--- src/rtl/hms_pkg.sv ---
// Shared types, operation codes and constants of the hour/second/millisecond time unit.
package hms_pkg;

	// Stream widths; the data widths are padded to whole bytes
	localparam int S_TDATA_W = 208;
	localparam int S_TUSER_W = 3;
	localparam int M_TDATA_W = 160;

	// Radix constants
	localparam logic [31:0] SEC_PER_HOUR = 32'd3600;
	localparam logic [31:0] MS_PER_SEC   = 32'd1000;
	localparam logic [31:0] MS_PER_HOUR  = 32'd3600000;

	// Operation codes
	typedef enum logic [2:0] {
		OP_ADD     = 3'd0,
		OP_SUB     = 3'd1,
		OP_ADD_MS  = 3'd2,
		OP_SUB_MS  = 3'd3,
		OP_CMP     = 3'd4,
		OP_CONV    = 3'd5,
		OP_SET_UTC = 3'd6
	} op_t;

	// One input item as captured
	typedef struct packed {
		logic [2:0]         op;
		logic signed [31:0] a_hour;
		logic [11:0]        a_sec;
		logic [9:0]         a_msec;
		logic signed [31:0] b_hour;
		logic [11:0]        b_sec;
		logic [9:0]         b_msec;
		logic signed [31:0] ms_amount;
		logic [31:0]        utc_value;
		logic [31:0]        max_delta;
	} in_t;

	// Operands formed for normalisation, plus compare and convert results
	typedef struct packed {
		logic [2:0]         op;
		logic               is_arith;
		logic signed [31:0] h;
		logic signed [13:0] s;
		logic signed [31:0] m;
		logic               is_less;
		logic               is_equal;
		logic [31:0]        tsec;
		logic [31:0]        tms;
		logic [31:0]        utc_value;
		logic [31:0]        max_delta;
	} prep_t;

endpackage

--- src/rtl/hms_prep.sv ---
// Operand formation, compare and time conversion for one item.
module hms_prep (
	input  hms_pkg::in_t   in_d,
	output hms_pkg::prep_t prep_d
);
	import hms_pkg::*;

	logic [31:0] a_hour_u;

	assign a_hour_u = in_d.a_hour;

	// Raw sums and differences ahead of normalisation
	always_comb begin
		prep_d.op        = in_d.op;
		prep_d.is_arith  = (in_d.op inside {OP_ADD, OP_SUB, OP_ADD_MS, OP_SUB_MS});
		prep_d.h         = in_d.a_hour;
		prep_d.s         = {2'b00, in_d.a_sec};
		prep_d.m         = {22'd0, in_d.a_msec};
		case (in_d.op)
			OP_ADD: begin
				prep_d.h = in_d.a_hour + in_d.b_hour;
				prep_d.s = {2'b00, in_d.a_sec} + {2'b00, in_d.b_sec};
				prep_d.m = {22'd0, in_d.a_msec} + {22'd0, in_d.b_msec};
			end
			OP_SUB: begin
				prep_d.h = in_d.a_hour - in_d.b_hour;
				prep_d.s = {2'b00, in_d.a_sec} - {2'b00, in_d.b_sec};
				prep_d.m = {22'd0, in_d.a_msec} - {22'd0, in_d.b_msec};
			end
			OP_ADD_MS: begin
				prep_d.m = {22'd0, in_d.a_msec} + in_d.ms_amount;
			end
			OP_SUB_MS: begin
				prep_d.m = {22'd0, in_d.a_msec} - in_d.ms_amount;
			end
			default: begin
				prep_d.m = '0;
			end
		endcase
	end

	// Lexicographic compare on raw fields
	always_comb begin
		prep_d.is_less  = 1'b0;
		prep_d.is_equal = 1'b0;
		if (in_d.op == OP_CMP) begin
			prep_d.is_less = ($signed(in_d.a_hour) < $signed(in_d.b_hour)) ||
				((in_d.a_hour == in_d.b_hour) && (in_d.a_sec < in_d.b_sec)) ||
				((in_d.a_hour == in_d.b_hour) && (in_d.a_sec == in_d.b_sec) &&
				 (in_d.a_msec < in_d.b_msec));
			prep_d.is_equal = (in_d.a_hour == in_d.b_hour) && (in_d.a_sec == in_d.b_sec) &&
				(in_d.a_msec == in_d.b_msec);
		end
	end

	// Totals, wrapping at 32 bits
	assign prep_d.tsec = a_hour_u * SEC_PER_HOUR + {20'd0, in_d.a_sec};
	assign prep_d.tms  = a_hour_u * MS_PER_HOUR + {20'd0, in_d.a_sec} * MS_PER_SEC +
		{22'd0, in_d.a_msec};

	assign prep_d.utc_value = in_d.utc_value;
	assign prep_d.max_delta = in_d.max_delta;

endmodule

--- config.mk ---
export PLATFORM = sky130hd
export DESIGN_NAME = hms_prep
export DESIGN_NICKNAME = d
export VERILOG_FILES = /design/src/rtl/hms_pkg.sv /design/src/rtl/hms_prep.sv
export SDC_FILE = /design/constraint.sdc
export NUM_CORES = 1
export LEC_CHECK = 0
export BUFFER_PORTS_ARGS = -buffer_cell sky130_fd_sc_hd__buf_2
export CAP_MARGIN = 20
export CORE_UTILIZATION = 44
export DETAILED_ROUTE_END_ITERATION = 10
export PLACE_DENSITY = 0.67
export SYNTH_ARGS = -nofsm -noshare
export SYNTH_HDL_FRONTEND = slang
export SYNTH_SLANG_ARGS = --single-unit
--- constraint.sdc ---
create_clock -name vclk -period 17.52
set_input_delay 2.628 -clock vclk [all_inputs]
set_output_delay 2.628 -clock vclk [all_outputs]
set_load 0.005 [all_outputs]
# After elaboration in Yosys (flattened, before gate mapping)
# Index checks and enable logic that the tools add are counted.
[word_totals]
regBits = 0
input_bits = 207
output_inout_bits = 212
wordCells = 35
[op_classes]
n_addsub = 11
mul = 3
order_cmp = 3
eq_ne = 7
mux = 3
n_reduce_logical = 8
[op_table]
columns = ["operator", "n"]
rows = [
  ["case mux 32 bit (4 select lines)", 1],
  ["case mux 46 bit (2 select lines)", 1],
  ["adder 10 x 32 -> 32 bit", 1],
  ["adder 32 x 10 -> 32 bit", 1],
  ["adder 32 x 12 -> 32 bit", 1],
  ["adder 32 x 22 -> 32 bit", 1],
  ["adder 32 bit", 1],
  ["equality test 32 bit", 1],
  ["< comparator 32 bit", 1],
  ["multiplier 32 x 15 -> 25 bit (second input constant)", 1],
  ["multiplier 32 x 8 -> 28 bit (second input constant)", 1],
  ["subtractor 10 x 32 -> 32 bit", 1],
  ["subtractor 32 bit", 1],
  ["multiplier 12 x 7 -> 19 bit (second input constant)", 1],
  ["adder 12 x 12 -> 13 bit", 1],
  ["subtractor 12 x 12 -> 13 bit", 1],
  ["equality test 12 bit", 1],
  ["< comparator 12 bit", 1],
  ["adder 10 x 10 -> 11 bit", 1],
  ["subtractor 10 x 10 -> 11 bit", 1],
  ["equality test 10 bit", 1],
  ["< comparator 10 bit", 1],
  ["equality test 3 x 2 -> 1 bit (second input constant)", 2],
  ["logical AND 1 bit", 4],
  ["6 further kinds", 7],
]

# Longest topological paths before layout
# Gate-level depths: netlist (run 1).
[logic_depth]
word_depth = 5
ltp_mapped = 28
ltp_nobuf = 28

# Least setup slack after synthesis (run 1)
# Ideal clock, no wire load.
[synth_path]
kind = "in2out"
from = "input in_d[160] (netlist name)"
to = "output prep_d[95] (netlist name)"
arrival_ps = 9002
required_time_ps = 14892
setup_slack_ps = 5890
path_stages = 26
n_path_buf = 0
path_cell_list = "fa_1 -> inv_1 -> fa_1 -> fa_1 -> fa_1 -> inv_1 -> ha_1 -> o21ai_0 -> a21boi_0 -> o21ai_0 -> a21boi_0 -> o21ai_0 -> a21oi_1 -> o41ai_1 -> or4b_2 -> o211ai_1 -> ha_1 -> ha_1 -> a211o_1 -> nor3_1 -> o211ai_1 -> a31oi_1 -> nor2b_1 -> o21ai_0 -> and4b_1 -> xnor2_1"
[synth_rtl]
columns = ["element", "line_no", "source"]
rows = [
  ["from (decl)", "hms_prep.sv:3", "input hms_pkg::in_t in_d,"],
  ["to (decl)", "hms_prep.sv:4", "output hms_pkg::prep_t prep_d"],
]

==> impl_results.md, run 1 <==
* Outcome: finished clean
* Core area at 44200 um^2
* Number of max-cap violations at 0
* Share of layout cells above drive strength 1 at 12.4%
* Area leader, netlist: ha_1
* Setup TNS at 0 ps
* Req. time, crit path at 14890 ps
* Synthesized area at 19800 um^2
* Mapped Cells at 2561
* Worst Max-Slew Pin Slew at 964 ps
* Yosys cell types at 83
* CP top delay family: compound AO/OA/AOI/OAI gates
* Fin crit period at 13000 ps
* Slowest stage delay, CP at 640 ps
* Critical path's slowest cell: or4b_2
* Global-route usage over all layers at 25.6%
* Initial antenna violation count at 7
* Hold Startpoint: in_d[10]
* Seq. cell area at 0 um^2
* Startpoint Class: primary input
* Crit end category: output pin
* Die width at 214 um
* Number of fill cells in the layout at 4406
* Hold Crit Class: in2out
* Post-CTS setup repair buffer count at 0
* Final WL at 59800 um
* Site row count at 77
* Critical-path maximum fanout at 11
* Drt first pass iters at 6
* First-pass GRT wire length at 95100 um
* Syn_nets at 3328
* Yosys warnings at 0
* RSZ-0062 raised after global routing: false
* Via Count at 18310
* Worst setup path class: in2out
* Hold Vio Cnt, Final at 0
* Final nets at 3487
* Starting Density at 44.7%
* Most frequent cells after synthesis: inv_1 (485), ha_1 (360), fa_1 (200)
* Hpwl dp at 51500 um
* Hold path endpoint: prep_d[10]
* Slew Viols, Final at 0
* Arr. time, crit path at 10380 ps
* Synth area leaders: ha_1 (23%), fa_1 (20%), inv_1 (9.2%), xnor2_1 (6.7%), a21oi_1 (3.9%)
* Cell depth of the worst setup path at 28
* IO Count at 419
* DR iter-0 viols at 1230
* Final Cycle Share at 74.2%
* Die ar. at 45800 um^2
* DR WL/cell at 18.1 um
* Fmax at 0.0769 GHz
* Final Wtd Congestion at 0.973
* Setup-failing EPs final at 0
* Sequential cell count at 0
* Grt total ovfl at 0
* Buf/Inv on CP at 4
* Cell with the most instances after synthesis: inv_1
* Mapped Avg Cell Area at 7.72 um^2
* Via/cell ratio at 5.53
* Hold depth at 0
* Slew margin rel. at 35.7%
* Seq/Total Area, Yosys at 0%
* Post-CTS resize count at 0
* Clock buf count at 0
* IO Port Bufs at 291
* # hold bufs at CTS at 0
* Detail Route Antenna Nets at 0
* Yosys top cell area share at 22.8%
* Vias in the first global route at 18147
* Die Ht at 214 um
* Area Growth Syn to Fin at 7.25%
* Drt drc at 0
* Largest net degree at the start of global routing at 92
## per-layer routing
layer,GRT usage (%),vias to the layer above,part of all wire (%)
met3,3.38,88,6.0
li1,-,8868,-
met4,6.26,10,2.8
met5,0,-,0.11
met2,43.8,595,47
met1,33.8,8749,44
## stage by stage
stage                     hold slack (ps)  instance area [um^2]  worst slack, ps  cells  util [%]
final                                5260                 21200             4520   3311      47.9
after global placement               5260                 21200             4840   3310      47.9
after CTS                            5260                 21200             4570   3310      47.9
after detailed placement             5260                 21200             4580   3310      47.9
after global routing                 5260                 21200             4060   3310      47.9
after floorplan                      5340                 19800             5890   2561         -
## worst max path at each step
stage,to,from
finish,prep_d[95],in_d[161]
detailed placement,prep_d[95],in_d[161]
global placement,prep_d[95],in_d[161]
CTS,prep_d[95],in_d[161]
global route,prep_d[95],in_d[161]
floorplan,prep_d[95],in_d[160]
## logic make-up (layout without fill, tap and decap cells)
group	count (synthesis)	in the layout	synth area share [%]
XOR/XNOR	214	214	9.60
other	0	1	0
AND/OR/NAND/NOR	551	551	14.0
adder cells (fa/ha/maj)	560	560	43.1
AO/OA/AOI/OAI	602	602	19.6
multiplexers	9	9	0.475
buffers and inverters	625	782	13.3
## layout make-up
class | count | area, um^2 | area share, %
diodes | 1 | 2.50 | 0.0118
well taps | 592 | 741 | 3.49
inverters | 485 | 1820 | 8.59
multi-input cells | 1936 | 17100 | 80.8
repair buffers | 297 | 1500 | 7.08
## cells in the final DEF, fill, tap and decap left out, types with 8 or more instances in the layout
cell type / n
and3_1: 22
a31oi_1: 25
inv_1: 485
nor2b_1: 23
a21boi_0: 10
xor2_1: 60
nand4_1: 16
a21o_1: 42
o31ai_1: 25
nor4_1: 13
or3_1: 16
a211o_1: 8
or2_2: 10
o21ai_1: 13
nand2_1: 134
fa_1: 200
buf_2: 291
nand2b_1: 30
o21bai_1: 28
ha_1: 360
nand3_1: 38
o21ai_0: 146
o211ai_1: 18
xnor2_1: 151
o21a_1: 22
a21oi_1: 155
nor2_1: 140
a211oi_1: 22
nor3_1: 62
Power of run 1 is left out: the tool's default activity adds up to more than one toggle a clock period on the data nets, which glitch-free logic cannot reach.
==> run 2: changes to the inputs <==
Clock period 17.52 ns to 13.1 ns, I/O delays scaled along.
==> impl_results.md, run 2 (synthesis results as in run 1) <==
* DR iter-0 viols at 1150 (was 1230)
* Initial antenna violation count at 6 (was 7)
* Slew margin rel. at 35.0% (was 35.7%)
* Slew Viols, Final at 0 (unchanged)
* Hold depth at 0 (unchanged)
* Worst Max-Slew Pin Slew at 975 ps (was 964 ps)
* IO Port Bufs at 291 (unchanged)
* Vias in the first global route at 17984 (was 18147)
* Site row count at 77 (unchanged)
* Grt total ovfl at 0 (unchanged)
* Worst setup path class: in2out (unchanged)
* Global Route met3 Usage at 3.57% (was 3.38%)
* Crit end category: output pin (unchanged)
* Final nets at 3487 (unchanged)
* Commonest non-fill, non-tap cell in the layout: inv_1 (unchanged)
* RSZ-0062 raised after global routing: false (unchanged)
* Die width at 214 um (unchanged)
* Core area at 44200 um^2 (unchanged)
* Largest net degree at the start of global routing at 92 (unchanged)
* IO Count at 419 (unchanged)
* Drt drc at 0 (unchanged)
* Starting Density at 44.7% (unchanged)
* Fmax at 0.0856 GHz
* Area after DPL at 21200 um^2 (unchanged)
* Arr. time, crit path at 9710 ps (was 10380 ps)
* Global-route usage over all layers at 25.4% (was 25.6%)
* Setup-failing EPs final at 0 (unchanged)
* Most frequent cells in the layout: inv_1 (485), ha_1 (360), buf_2 (291) (unchanged)
* Hold Vio Cnt, Final at 0 (unchanged)
* Final Wtd Congestion at 0.973 (unchanged)
* Hold Crit Class: in2out (unchanged)
* Die ar. at 45800 um^2 (unchanged)
* Area Growth Syn to Fin at 7.27% (was 7.25%)
* Startpoint Class: primary input (unchanged)
* First-pass GRT wire length at 94700 um (was 95100 um)
* Setup TNS at 0 ps (unchanged)
* Sequential cell count at 0 (unchanged)
* Final Cycle Share at 89.1%
* Critical-path maximum fanout at 9 (was 11)
* Worst Setup Slack, final at 1420 ps (was 4520 ps)
* Met2 Usage GRT at 43.9% (was 43.8%)
* Design area at 21200 um^2 (about the same)
* Post-CTS setup repair buffer count at 0 (unchanged)
* GR peak layer: met2 (unchanged)
* Hpwl dp at 51400 um (was 51500 um)
* Fin crit period at 11680 ps
* Area of the multi-input gates at 17100 um^2 (unchanged)
* Final WL at 59400 um (was 59800 um)
* Via/cell ratio at 5.49 (was 5.53)
* Die Ht at 214 um (unchanged)
* Detail Route Antenna Nets at 0 (unchanged)
* Cell count after placement at 3310 (unchanged)
* DR WL/cell at 17.9 um (was 18.1 um)
* Number of fill cells in the layout at 4432 (was 4406)
* Post-CTS resize count at 0 (unchanged)
* Seq. cell area at 0 um^2 (unchanged)
* Via Count at 18182 (was 18310)
* Hold path endpoint: prep_d[10] (unchanged)
* Share of layout cells above drive strength 1 at 12.4% (unchanged)
* Req. time, crit path at 11140 ps (was 14890 ps)
* # hold bufs at CTS at 0 (unchanged)
* Pre-CTS setup slack at 1450 ps (was 4580 ps)
* Clock buf count at 0 (unchanged)
* Final Instance Count excl. Fillers at 3313 (was 3311)
* Drt first pass iters at 5 (was 6)
* Hold Startpoint: in_d[10] (unchanged)
* GR Util met1 at 33.5% (was 33.8%)
* Number of max-cap violations at 0 (unchanged)
* Outcome: finished clean (unchanged)
-- run 2: cell type report --
type / instances / area share, %
Multi-Input combinational cell: 1936 / 80.8
Inverter: 485 / 8.59
Timing Repair Buffer: 297 / 7.08
Tap cell: 592 / 3.49
Antenna cell: 3 / 0.0354
-- run 2: metal layers --
layer  wire length [um]  up-vias
met4               1460        6
met5                 42        -
met1              26100     8649
li1                   -     8867
met2              28000      579
met3               3750       81
-- run 2: worst max path at each step --
stage,start,slack (ps),depth (start not counted),endpoint
2_1_floorplan,in_d[160],2800,26,prep_d[95]
3_3_place_gp,in_d[161],1740,28,prep_d[95]
3_5_place_dp,in_d[160],1450,28,prep_d[95]
4_1_cts,in_d[160],1420,28,prep_d[95]
5_1_grt,in_d[161],870,28,prep_d[95]
6_report,in_d[160],1420,28,prep_d[95]
-- run 2: critical path, stage by stage --
cell	delay [ps]
buf_2	170
fa_1	580
inv_1	60
fa_1	530
fa_1	440
fa_1	520
inv_1	50
ha_1	320
o21ai_0	120
a21boi_0	160
o21ai_0	250
a21boi_0	150
o21ai_0	250
a21oi_1	130
o41ai_1	580
or4b_2	640
o211ai_1	130
ha_1	270
ha_1	360
a211o_1	310
nor3_1	190
o211ai_1	150
a31oi_1	380
nor2b_1	100
o21ai_0	350
and4b_1	250
xnor2_1	130
buf_2	130
-- run 2: per-stage QoR --
| stage | utilization (%) | hold WS (ps) |
|---|---|---|
| 6_report | 47.9 | 3930 |
| 5_1_grt | 47.9 | 3930 |
| 4_1_cts | 47.9 | 3930 |
| 3_5_place_dp | 47.9 | 3930 |
| 3_3_place_gp | 47.9 | 3930 |
| 2_1_floorplan | - | 4010 |
Power of run 2 is left out for the same reason.
