## src/rtl/hms_pkg.sv

```systemverilog
// Shared types, operation codes and constants of the hour/second/millisecond time unit.
package hms_pkg;

	// Stream widths; the data widths are padded to whole bytes
	localparam int S_TDATA_W = 208;
	localparam int S_TUSER_W = 3;
	localparam int M_TDATA_W = 160;

	// Radix constants
	localparam logic [31:0] SEC_PER_HOUR = 32'd3600;
	localparam logic [31:0] MS_PER_SEC   = 32'd1000;
	localparam logic [31:0] MS_PER_HOUR  = 32'd3600000;

	// Operation codes
	typedef enum logic [2:0] {
		OP_ADD     = 3'd0,
		OP_SUB     = 3'd1,
		OP_ADD_MS  = 3'd2,
		OP_SUB_MS  = 3'd3,
		OP_CMP     = 3'd4,
		OP_CONV    = 3'd5,
		OP_SET_UTC = 3'd6
	} op_t;

	// One input item as captured
	typedef struct packed {
		logic [2:0]         op;
		logic signed [31:0] a_hour;
		logic [11:0]        a_sec;
		logic [9:0]         a_msec;
		logic signed [31:0] b_hour;
		logic [11:0]        b_sec;
		logic [9:0]         b_msec;
		logic signed [31:0] ms_amount;
		logic [31:0]        utc_value;
		logic [31:0]        max_delta;
	} in_t;

	// Operands formed for normalisation, plus compare and convert results
	typedef struct packed {
		logic [2:0]         op;
		logic               is_arith;
		logic signed [31:0] h;
		logic signed [13:0] s;
		logic signed [31:0] m;
		logic               is_less;
		logic               is_equal;
		logic [31:0]        tsec;
		logic [31:0]        tms;
		logic [31:0]        utc_value;
		logic [31:0]        max_delta;
	} prep_t;

endpackage

```

## src/rtl/hms_utc.sv

```systemverilog
// UTC offset register, offset update with change limit, and UTC seconds.
module hms_utc (
	input  logic        clk,
	input  logic        arst_n,
	input  logic        load,
	input  logic [2:0]  op,
	input  logic [31:0] tsec,
	input  logic [31:0] utc_value,
	input  logic [31:0] max_delta,
	output logic [31:0] utc_sec,
	output logic        accepted
);
	import hms_pkg::*;

	logic [31:0] offset_q;
	logic [31:0] new_off;
	logic [31:0] diff;

	// Candidate offset and its distance from the stored one
	assign new_off = utc_value - tsec;
	assign diff    = (new_off >= offset_q) ? (new_off - offset_q) : (offset_q - new_off);

	// Limit applies only while the stored offset is nonzero and a limit is given
	assign accepted = !((offset_q != '0) && (max_delta != '0) && (diff > max_delta));
	assign utc_sec  = tsec + offset_q;

	always_ff @(posedge clk or negedge arst_n) begin
		if (!arst_n) begin
			offset_q <= '0;
		end else if (load && (op == OP_SET_UTC) && accepted) begin
			offset_q <= new_off;
		end
	end

endmodule

```

## config.mk

```make
export PLATFORM = sky130hd
export DESIGN_NAME = hms_utc
export DESIGN_NICKNAME = d
export VERILOG_FILES = /design/src/rtl/hms_pkg.sv /design/src/rtl/hms_utc.sv
export SDC_FILE = /design/constraint.sdc
export NUM_CORES = 1
export LEC_CHECK = 0
export BUFFER_PORTS_ARGS = -buffer_cell sky130_fd_sc_hd__buf_2
export CORE_ASPECT_RATIO = 1.2
export CORE_MARGIN = 3
export CORE_UTILIZATION = 51
export DETAILED_ROUTE_END_ITERATION = 8
export GPL_ROUTABILITY_DRIVEN = 0
export HOLD_SLACK_MARGIN = 0.1
export PLACE_DENSITY = 0.73
export RECOVER_POWER = 25
export SYNTH_ARGS = -nofsm -noshare
export SYNTH_HDL_FRONTEND = slang
export SYNTH_SLANG_ARGS = --single-unit
```

## constraint.sdc

```tcl
create_clock -name clk -period 10.8 [get_ports clk]
set_input_delay 1.62 -clock clk [delete_from_list [all_inputs] [get_ports clk]]
set_output_delay 1.62 -clock clk [all_outputs]
set_load 0.02 [all_outputs]
```

Yosys cells after proc, flatten, opt, wreduce, memory -nomap -nowiden
Index checks and enable logic that the tools add are counted.
- flip-flop bits (word level): 32
- input bits: 102
- output and inout port bits: 33
- logic and storage cells: 16
- add/sub/neg operators: 4
- order comparisons: 2
- eq/ne operators: 1
- multiplexer cells: 1
- reduce and logical (&&, ||, !) cells: 7
- operators by type and width (cell ; count):
    $sub 32x32->32 ; 3
    $reduce_bool 32->1 ; 2
    $add 32x32->32 ; 1
    $ge 32x32->1 ; 1
    $gt 32x32->1 ; 1
    $mux 32 ; 1
    $logic_and 1x1->1 ; 4
    $eq 3x3->1 const B ; 1
    $logic_not 1->1 ; 1

Logic depth before layout (Yosys ltp)
Gate-level depths: netlist of the first run.
- word-level depth: 7
- depth in mapped cells: 36
- mapped depth without buffers: 34

Worst setup path after synthesis of the first run
OpenSTA, ideal clock, no wires.
- path type: in2out
- start point: input tsec[1]
- end point: output accepted
- data arrival time: 7188 ps
- data required time: 9180 ps
- setup slack: 1992 ps
- stages on the path: 30
- path buffers: 2
- cells stage by stage: inv_1 > ha_1 > nor2b_1 > o21ai_1 > a2111oi_0 > or2_2 > o2111ai_2 > nand2_1 > a211o_1 > a311o_1 > and2_1 > ha_1 > clkbuf_1 > nand4_1 > nor3_1 > a221oi_1 > o21ai_0 > a21oi_1 > nand2_2 > buf_4 > mux2i_1 > xnor2_1 > ha_1 > a21o_1 > a21o_1 > a21oi_1 > o21ai_0 > a221o_1 > a22o_1 > inv_2
- cells in the longest elaborated chain, start to end: 6
- elaborated cells between the ends (all ways): 8
- classes of those cells: 3 x add/sub; 2 x order compare; 1 x mux; 2 x reduce/logical
- ends and longest elaborated chain (item ; RTL line ; text):
    start, declared ; hms_utc.sv:7 ; input logic [31:0] tsec,
    $sub 32x32->32 * ; hms_utc.sv:20 ; assign new_off = utc_value - tsec;
    via new_off[27] ; hms_utc.sv:16 ; logic [31:0] new_off;
    $sub 32x32->32 or $ge 32x32->1 (tied branches) ; hms_utc.sv:21 ; assign diff = (new_off >= offset_q) ? (new_off - offset_q) : (offset_q - new_off);
    $mux 32 * ; hms_utc.sv:21 ;
    $gt 32x32->1 * ; hms_utc.sv:24 ; assign accepted = !((offset_q != '0) && (max_delta != '0) && (diff > max_delta));
    $logic_and 1x1->1 * ; hms_utc.sv:24 ;
    $logic_not 1->1 * ; hms_utc.sv:24 ;
    end, declared ; hms_utc.sv:11 ; output logic accepted
The timed path passes the listed nets; every way through them passes the cells marked *.

Final worst setup path of the first run
Ends and elaborated chain as after synthesis.

==> results of run 1 <==
## power by group through the flow
| stage | combinational [mW] | sequential (mW) | clock (mW) |
|---|---|---|---|
| 2_1_floorplan | 2.33 | 0.237 | 0 |
| 3_3_place_gp | 2.99 | 0.276 | 0 |
| 3_5_place_dp | 3.03 | 0.279 | 0 |
| 4_1_cts | 3.05 | 0.277 | 0.170 |
| 5_1_grt | 3.41 | 0.287 | 0.177 |
| 6_report | 3.08 | 0.278 | 0.169 |
## cells by family (layout without fill, tap and decap cells)
kind of cell / after synthesis / after routing / share of synthesized area, %
buf+inv: 199 / 301 / 8.42
compound gates: 445 / 445 / 32.1
xor+xnor: 82 / 82 / 7.84
flops: 32 / 32 / 8.74
simple gates: 311 / 311 / 17.5
fa+ha+maj: 161 / 161 / 22.3
mux: 27 / 27 / 3.07
## critical path: cells and delay by family
family / cells / cell delay [ps]
and+or+nand+nor: 9 / 2130
buffers and inverters: 5 / 650
AOI/OAI and AO/OA: 11 / 2470
xor gates and xnor gates: 1 / 130
muxes: 1 / 420
adders and majority gates: 3 / 1020
## placed cells by master, fill, tap and decap left out, drive strengths merged, types with 9 or more instances in the layout
cell type	instances
a211oi	11
a21o	93
a21oi	123
a31oi	16
and2	9
and3	12
buf	137
dfrtp	32
ha	157
inv	154
mux2	9
mux2i	18
nand2	92
nand2b	20
nand3	19
nand4	26
nor2	51
nor2b	16
nor3	16
nor4	19
o211ai	11
o21a	12
o21ai	86
o21bai	20
o31ai	9
xnor2	53
xor2	29
## path summary, 6_finish.rpt
check,from,to,cells past startpoint
min,offset_q[20],offset_q[20],2
max reg2reg,offset_q[0],offset_q[3],21
max in group asynchronous,arst_n,offset_q[18],1
min in group asynchronous,arst_n,offset_q[3],1
max,tsec[1],accepted,30
min reg2reg,offset_q[20],offset_q[20],2
## layout make-up
class / instances / area share, %
clock buffer: 6 / 1.27
inverter: 155 / 5.75
clock inverter: 2 / 0.346
tap: 220 / 2.72
timing repair buffer: 138 / 6.92
sequential: 32 / 7.92
multi-input combinational: 1026 / 75.1
## metal layers
metal / track usage, % / vias to the layer above / wire (um)
met5: 0 / - / 0
met4: 9.50 / 0 / 846
met3: 3.01 / 66 / 1450
met2: 45.6 / 334 / 12800
met1: 33.1 / 4407 / 11400
li1: - / 4746 / -
==> summary.txt, run 1 <==
Outcome
  • Status: complete, but fails checks
  • Violated checks: capacitance limit, slew limit

Yosys
  • Yosys cell types: 80
  • Synth warnings: 0
  • Post-synth top area share: 21.4%
  • Async set-reset flop share out of synthesis: 100%
  • Top-count cell post-synth: ha_1
  • Top FF cell, synth: dfrtp_1
  • Synthesized cell area: around 9000 um2
  • Seq/Total Area, Yosys: 8.74%
  • Syn_area_per_cell: 7.29 um2
  • Syn Inst Count: 1257
  • Synth area leaders: ha_1 21%, dfrtp_1 8.7%, a21o_1 7.6%
  • FF+latch count, synth: 32
  • Post-synth EDFFs: 0
  • Post-synth top area cell: ha_1
  • Post-synthesis net count: 1520
  • Most frequent cells after synthesis: 157 x ha_1, 153 x inv_1, 120 x a21oi_1

Power and ir drop
  • Pwr dens: 348 nW/um2
  • Switch share: 56.2%
  • Worst vdd ir: between 150 and 200 uV
  • Sequential Power Share: 7.9%
  • Cell-internal power: 1.54 mW
  • Comb pwr share: around 87%
  • Leakage: 5.39 nW
  • Overall power: around 3.5 mW
  • Clock share of power: 4.8%
  • P_sw: 1.98 mW

Worst setup path
  • Most used cell, CP: ha_1
  • Worst endpoint required time: around 9200 ps
  • Startpoint Class: primary input
  • Arrival @ worst endpoint: roughly 8500 ps
  • Slowest-stage cell, CP: nand2_2
  • Crit-path max cell delay: 510 ps
  • Crit path kind: primary input to primary output
  • CP Capture Type: primary output
  • CP max FO: 23
  • Worst reg2reg setup slack: 4110 ps

Finish
  • Biggest register: offset_q
  • Final core utilization: 57.5%
  • Layout cells sized above 1: between 10% and 20%
  • Synth-to-layout area growth: 10.3%
  • Fin nets: 1621
  • Max reg flops: 32
  • Fillers: 1712
  • Largest regs: offset_q: 32 flops
  • Fin area: 10100 um2
  • Multi-input logic area: 7590 um2
  • Antenna cells: 0
  • Register area: 801 um2
  • Final cell count without fillers: 1579

Timing
  • Peak Freq: a little under 100 MHz
  • Slew HR: -35.9%
  • PnR worst setup slack: 735 ps
  • Hold_ws: 613 ps
  • Final cycle utilization of the critical path: 93.2%
  • Clock skew: between 6 and 7 ps
  • Final hold violations: 0
  • Final setup violating endpoints: 0
  • Final setup TNS: 0 ps
  • Min Tclk post-route: 10070 ps
  • Worst slew pin tran: between 2000 and 2500 ps
  • Unrepaired setup endpoints after global routing: no
  • Max Slew Vio Count: 33

Clock tree
  • Clock insertion delay at the later pin of the skew report: 290 ps
  • Max H-tree Level: 2
  • Root buffer cell: clkbuf_16
  • CTS Sinks: 32
  • CTS tree: yes
  • Hold_buf cts: 0
  • Reg clk slew, reported paths: approximately 50 ps
  • Clk buf depth: 2
  • Post-cts resize count: 0
  • Number of buffers created by CTS: 5
  • Setup Buffers After CTS: 0

Global route
  • Initial antenna violation count: 0
  • First-pass GRT wire length: 43400 um
  • Number of global-route vias before repair: around 9200
  • Largest net degree at the start of global routing: 33
  • Total track usage: 26.3%
  • Grt ovf: 0

Routing
  • Remaining DRCs: 0
  • Via count: 9553
  • DR pass1 iterations: 5
  • Routed wire per std cell: ~17 um
  • Antenna viol nets, final: 0
  • Total wire length: 26400 um
  • First DRT Iteration DRCs: 581
  • Via density: 6.05

Place
  • I/O Buffers: about 130
  • Area after DPL: 9950 um2
  • Placed cells: roughly 1600
  • Pre-CTS setup slack: 785 ps
  • DP HPWL: between 20000 and 25000 um

Floorplanning
  • Die area: 19600 um2
  • Die Y: 153 um
  • Top Ports: 135
  • Starting density of the core: 52.1%
  • Core footprint: 17600 um2
  • Die Wd: 128 um
  • Rows: 53

Job
  • Max-Cap Viols: 1

Worst hold path
  • Hold/Removal Path Class: flop to flop
Note: power is estimated with default switching activity, not from simulation.
==> inputs of run 2 (changes only) <==
--- a/config.mk
+++ b/config.mk
@@ -6,13 +6,13 @@
 export NUM_CORES = 1
 export LEC_CHECK = 0
 export BUFFER_PORTS_ARGS = -buffer_cell sky130_fd_sc_hd__buf_2
-export CORE_ASPECT_RATIO = 1.2
+export CORE_ASPECT_RATIO = 0.75
 export CORE_MARGIN = 3
-export CORE_UTILIZATION = 51
+export CORE_UTILIZATION = 63
 export DETAILED_ROUTE_END_ITERATION = 8
 export GPL_ROUTABILITY_DRIVEN = 0
 export HOLD_SLACK_MARGIN = 0.1
-export PLACE_DENSITY = 0.73
+export PLACE_DENSITY = 0.87
 export RECOVER_POWER = 25
 export SYNTH_ARGS = -nofsm -noshare
 export SYNTH_HDL_FRONTEND = slang
==> constraint.sdc (replaced) <==
create_clock -name clk -period 12.5 [get_ports clk]
set_input_delay 1.875 -clock clk [delete_from_list [all_inputs] [get_ports clk]]
set_output_delay 1.875 -clock clk [all_outputs]
set_load 0.02 [all_outputs]
==> run 2 against run 1 <==
Routed wire length up 0.29%; setup slack better by 480 ps; global-route usage up 5.0 points; the run still ends with capacitance limit, slew limit left; clock-buffer cell count up 1; sequential power down 9.7%; critical endpoint unchanged; non-clock buffer count down 3; clock power down 12%; utilization up 15 points.
==> summary.txt, run 2 (synthesis results as in run 1) <==
Place
  • DP HPWL: 22100 um (-0.53%)
  • Placed cells: 1543 (-1.8%)
  • I/O Buffers: 134 (unchanged)
  • Pre-CTS setup slack: 1450 ps (+660 ps)

Global route
  • Largest net degree at the start of global routing: 33 (unchanged)
  • First-pass GRT wire length: 43400 um (+0.13%)
  • Grt ovf: 0 (unchanged)
  • Total track usage: 31.3% (+5.0 points)
  • Initial antenna violation count: 0 (unchanged)
  • Number of global-route vias before repair: 8931 (-3.0%)

Timing
  • Unrepaired setup endpoints after global routing: no
  • Final setup TNS: 0 ps (unchanged)
  • Final hold violations: 0 (unchanged)
  • Final setup violating endpoints: 0 (unchanged)
  • Peak Freq: 88.6 MHz
  • Min Tclk post-route: 11280 ps
  • Slew HR: -15.7% (+20 points)
  • Final cycle utilization of the critical path: 90.2%
  • Hold_ws: 597 ps (-15.9 ps)
  • Max Slew Vio Count: 33 (unchanged)
  • Worst slew pin tran: 1740 ps (-303 ps)
  • Clock skew: 5.68 ps (-0.458 ps)
  • PnR worst setup slack: 1220 ps (+484 ps)

Finish
  • Multi-input logic area: 7590 um2 (unchanged)
  • Layout cells sized above 1: 13.0% (-0.12 points)
  • Antenna cells: 0 (unchanged)
  • Biggest register: offset_q
  • Fillers: 1127 (-34%)
  • Fin nets: 1618 (-0.19%)
  • Most common cell after layout, fill and taps aside: ha_1
  • Largest regs: offset_q: 32 flops
  • Max reg flops: 32 (unchanged)
  • Synth-to-layout area growth: 9.97%
  • Most frequent cells in the layout: 157 x ha_1, 153 x inv_1, 133 x buf_2
  • Final cell count without fillers: 1551 (-1.8%)
  • Register area: 801 um2 (unchanged)

Worst setup path
  • Worst reg2reg setup slack: 5480 ps (+1370 ps)
  • Crit path kind: primary input to primary output
  • CP max FO: 23 (unchanged)
  • CP Capture Type: primary output
  • Startpoint Class: primary input
  • Slowest-stage cell, CP: a21oi_1
  • Worst endpoint required time: 10620 ps (+1440 ps)
  • Arrival @ worst endpoint: 9410 ps (+960 ps)
  • Crit-path max cell delay: 770 ps (+260 ps)

Routing
  • Total wire length: 26500 um (+0.29%)
  • First DRT Iteration DRCs: 1274 (+120%)
  • Antenna viol nets, final: 0 (unchanged)
  • Via density: 6.38 (+5.4%)
  • DR pass1 iterations: 6 (+1)
  • Via count: 9889 (+3.5%)
  • Remaining DRCs: 0 (unchanged)
  • Routed wire per std cell: 17.1 um (+2.1%)

Clock tree
  • Clk buf depth: 2 (unchanged)
  • Reg clk slew, reported paths: 50 ps (about the same)
  • Max H-tree Level: 2 (unchanged)
  • Setup Buffers After CTS: 0 (unchanged)
  • CTS tree: yes
  • Root buffer cell: clkbuf_16
  • CTS Sinks: 32 (unchanged)
  • Number of buffers created by CTS: 5 (unchanged)
  • Post-cts resize count: 0 (unchanged)
  • Clock insertion delay at the later pin of the skew report: 280 ps (about the same)
  • Hold_buf cts: 0 (unchanged)

Floorplanning
  • Core footprint: 14000 um2 (-20%)
  • Die Wd: 145 um (+13%)
  • Starting density of the core: 65.5% (+13 points)
  • Die Y: 110 um (-28%)
  • Top Ports: 135 (unchanged)
  • Die area: 16000 um2 (-18%)
  • Rows: 37 (-30%)

Job
  • Max-Cap Viols: 1 (unchanged)

Power and ir drop
  • Pwr dens: 306 nW/um2 (-12%)
  • Leakage: 5.38 nW (-0.11%)
  • Overall power: 3.09 mW (-12%)
  • Worst vdd ir: 247 uV (+34%)

Worst hold path
  • Hold/Removal Path Class: flop to flop

Outcome
  • Status: complete, but fails checks
  • Violated checks: capacitance limit, slew limit
-- run 2: worst paths after layout --
| path | start | endpoint | cells past startpoint |
|---|---|---|---|
| worst max register to register | offset_q[21] | offset_q[6] | 21 |
| worst min-delay path | offset_q[31] | offset_q[31] | 1 |
| min in group asynchronous | arst_n | offset_q[28] | 1 |
| worst max-delay path | tsec[1] | accepted | 30 |
| max in group asynchronous | arst_n | offset_q[18] | 1 |
| worst min register to register | offset_q[31] | offset_q[31] | 1 |
-- run 2: where the power goes --
group	switching, mW	leakage, nW	internal, mW	total (mW)
Clock	0.0437	0.0901	0.105	0.149
Sequential	0.0956	0.387	0.155	0.251
Combinational	1.60	4.90	1.09	2.69
Total	1.74	5.38	1.35	3.09
-- run 2: metal layers --
| metal | global-route usage [%] | routed length [um] | vias up |
|---|---|---|---|
| li1 | - | - | 4743 |
| met1 | 47.9 | 12500 | 4462 |
| met2 | 46.0 | 10400 | 648 |
| met3 | 5.82 | 3370 | 36 |
| met4 | 5.00 | 280 | 0 |
| met5 | 0 | 0 | - |
-- run 2: through the flow --
step | util [%] | area (um2)
global route | 72.1 | 10100
global placement | 70.8 | 9900
finish | 72.1 | 10100
CTS | 72.1 | 10100
floorplan | - | 9160
detailed placement | 70.8 | 9900
-- run 2: final cells by class --
class,instances,area share [%]
Clock inverter,1,0.298
Sequential cell,32,7.95
Multi-Input combinational cell,1026,75.3
Inverter,155,5.77
Tap cell,195,2.42
Clock buffer,7,1.51
Timing Repair Buffer,135,6.72
-- run 2: worst max-delay path, delay by kind of cell --
| kind | cells | cell delay [ps] |
|---|---|---|
| AOI/OAI and AO/OA | 16 | 4130 |
| xor gates and xnor gates | 1 | 150 |
| adders and majority gates | 3 | 930 |
| buffers and inverters | 4 | 500 |
| muxes | 1 | 350 |
| and+or+nand+nor | 5 | 1480 |
==> inputs of run 3 (changes only) <==
--- a/config.mk
+++ b/config.mk
@@ -9,6 +9,7 @@
 export CORE_ASPECT_RATIO = 0.75
 export CORE_MARGIN = 3
 export CORE_UTILIZATION = 63
+export CTS_BUF_LIST = sky130_fd_sc_hd__clkbuf_4
 export DETAILED_ROUTE_END_ITERATION = 8
 export GPL_ROUTABILITY_DRIVEN = 0
 export HOLD_SLACK_MARGIN = 0.1
==> run 3 against run 2 <==
The flow still finishes with violations (capacitance limit, slew limit); utilization down 0.77 points; combinational power is essentially flat; first-iteration DRC count is 8.9% higher; hold slack better by 30 ps; setup slack got worse by 10 ps; largest cell class unchanged.
==> summary.txt, run 3 (synthesis results as in run 1) <==
Routing
  • Total wire length: 26200 um (-1.3%)
  • First DRT Iteration DRCs: 1387 (+8.9%)
  • DR pass1 iterations: 6 (unchanged)
  • Via density: 6.34 (-0.51%)
  • Antenna viol nets, final: 0 (unchanged)
  • Via count: 9839 (-0.51%)
  • Remaining DRCs: 0 (unchanged)
  • Routed wire per std cell: 16.9 um (-1.3%)

Clock tree
  • Reg clk slew, reported paths: 110 ps (+60 ps)
  • CTS tree: yes
  • Setup Buffers After CTS: 0 (unchanged)
  • Clk buf depth: 2 (unchanged)
  • Root buffer cell: clkbuf_4
  • Hold_buf cts: 0 (unchanged)
  • Max H-tree Level: 2 (unchanged)
  • CTS Sinks: 32 (unchanged)
  • Post-cts resize count: 0 (unchanged)
  • Number of buffers created by CTS: 5 (unchanged)
  • Clock insertion delay at the later pin of the skew report: 340 ps (+60 ps)

Timing
  • Clock skew: 15.3 ps (+9.58 ps)
  • Max Slew Vio Count: 33 (unchanged)
  • Slew HR: -13.3% (+2.4 points)
  • Final cycle utilization of the critical path: 90.3% (about the same)
  • Final setup TNS: 0 ps (unchanged)
  • Final hold violations: 0 (unchanged)
  • Unrepaired setup endpoints after global routing: no
  • Peak Freq: 88.6 MHz (about the same)
  • Worst slew pin tran: 1700 ps (-36.7 ps)
  • Final setup violating endpoints: 0 (unchanged)
  • Min Tclk post-route: 11290 ps (+10.4 ps)

Worst setup path
  • Buf/Inv on CP: 4 (unchanged)
  • Most used cell, CP: ha_1
  • Slowest-stage cell, CP: a21oi_1
  • CP max FO: 23 (unchanged)
  • Crit-path max cell delay: 740 ps (-30 ps)
  • Crit path kind: primary input to primary output
  • Delay-heaviest family, CP: compound AO/OA/AOI/OAI gates
  • Arrival @ worst endpoint: 9420 ps (about the same)
  • Worst endpoint required time: 10620 ps (about the same)
  • CP Capture Type: primary output
  • Critical path origin: tsec[1]
  • Startpoint Class: primary input
  • FF-to-FF Start: offset_q[21]

Finish
  • Fin nets: 1618 (unchanged)
  • Largest regs: offset_q: 32 flops
  • Most frequent cells in the layout: 157 x ha_1, 153 x inv_1, 133 x buf_2
  • Register area: 801 um2 (unchanged)
  • Antenna cells: 0 (unchanged)
  • Final core utilization: 71.3% (-0.77 points)
  • Biggest register: offset_q
  • Fillers: 1154 (+2.4%)
  • Most common cell after layout, fill and taps aside: ha_1
  • Layout cells sized above 1: 12.8% (-0.15 points)
  • Multi-input logic area: 7590 um2 (unchanged)
  • Max reg flops: 32 (unchanged)
  • Synth-to-layout area growth: 8.79%

Outcome
  • Status: complete, but fails checks
  • Violated checks: capacitance limit, slew limit

Global route
  • Grt ovf: 0 (unchanged)
  • Total track usage: 30.8% (-0.44 points)
  • Largest net degree at the start of global routing: 33 (unchanged)
  • Initial antenna violation count: 0 (unchanged)
  • Number of global-route vias before repair: 8880 (-0.57%)
  • First-pass GRT wire length: 42900 um (-1.3%)

Power and ir drop
  • Worst vdd ir: 246 uV (-0.16%)
  • Leakage: 5.33 nW (-0.93%)
  • Pwr dens: 302 nW/um2 (-1.4%)

Floorplanning
  • Core footprint: 14000 um2 (unchanged)
  • Starting density of the core: 65.5% (unchanged)
  • Die area: 16000 um2 (unchanged)
  • Rows: 37 (unchanged)
  • Top Ports: 135 (unchanged)
  • Die Wd: 145 um (unchanged)
  • Die Y: 110 um (unchanged)

Place
  • DP HPWL: 22100 um (unchanged)
  • I/O Buffers: 134 (unchanged)

Job
  • Max-Cap Viols: 1 (unchanged)

Worst hold path
  • Hold/Removal Path Class: flop to flop
  • Min-delay src: offset_q[31]
## run 3: layer usage
metal  up-vias  share of wire [%]  wire length [um]  GRT usage [%]
met5         -                  0                 0              0
met4         0                1.3               340           4.81
met3        45                 12              3190           6.23
met2       627                 38             10100           45.0
met1      4418                 48             12600           47.3
li1       4749                  -                 -              -
## run 3: final timing paths
path	endpoint	slack (ps)	cells past startpoint
max in group asynchronous	offset_q[18]	9550	1
worst max register to register	offset_q[6]	5530	20
min in group asynchronous	offset_q[28]	1950	1
worst min-delay path	offset_q[31]	630	1
worst min register to register	offset_q[31]	630	1
worst max-delay path	accepted	1210	29
## run 3: layout make-up
class | instances | area share [%]
clock buffers | 5 | 0.377
multi-input cells | 1026 | 76.1
inverters | 155 | 5.84
repair buffers | 135 | 6.79
flip-flops and latches | 32 | 8.03
clock inverters | 3 | 0.377
well taps | 195 | 2.45
## run 3: per-stage QoR
step,std cells,hold WS (ps),power (mW),setup slack [ps],area [um2]
after detailed placement,1543,581,2.84,1450,9900
after floorplan,1257,523,2.22,3180,9160
after global routing,1551,628,3.27,706,9970
final,1551,627,3.01,1210,9970
after global placement,1543,570,2.77,1780,9900
after CTS,1551,606,2.94,1440,9970
## run 3: power breakdown
group	switching (mW)	internal, mW	leakage (nW)
Combinational	1.60	1.09	4.90
Clock	0.0360	0.0408	0.0403
Sequential	0.0954	0.154	0.387
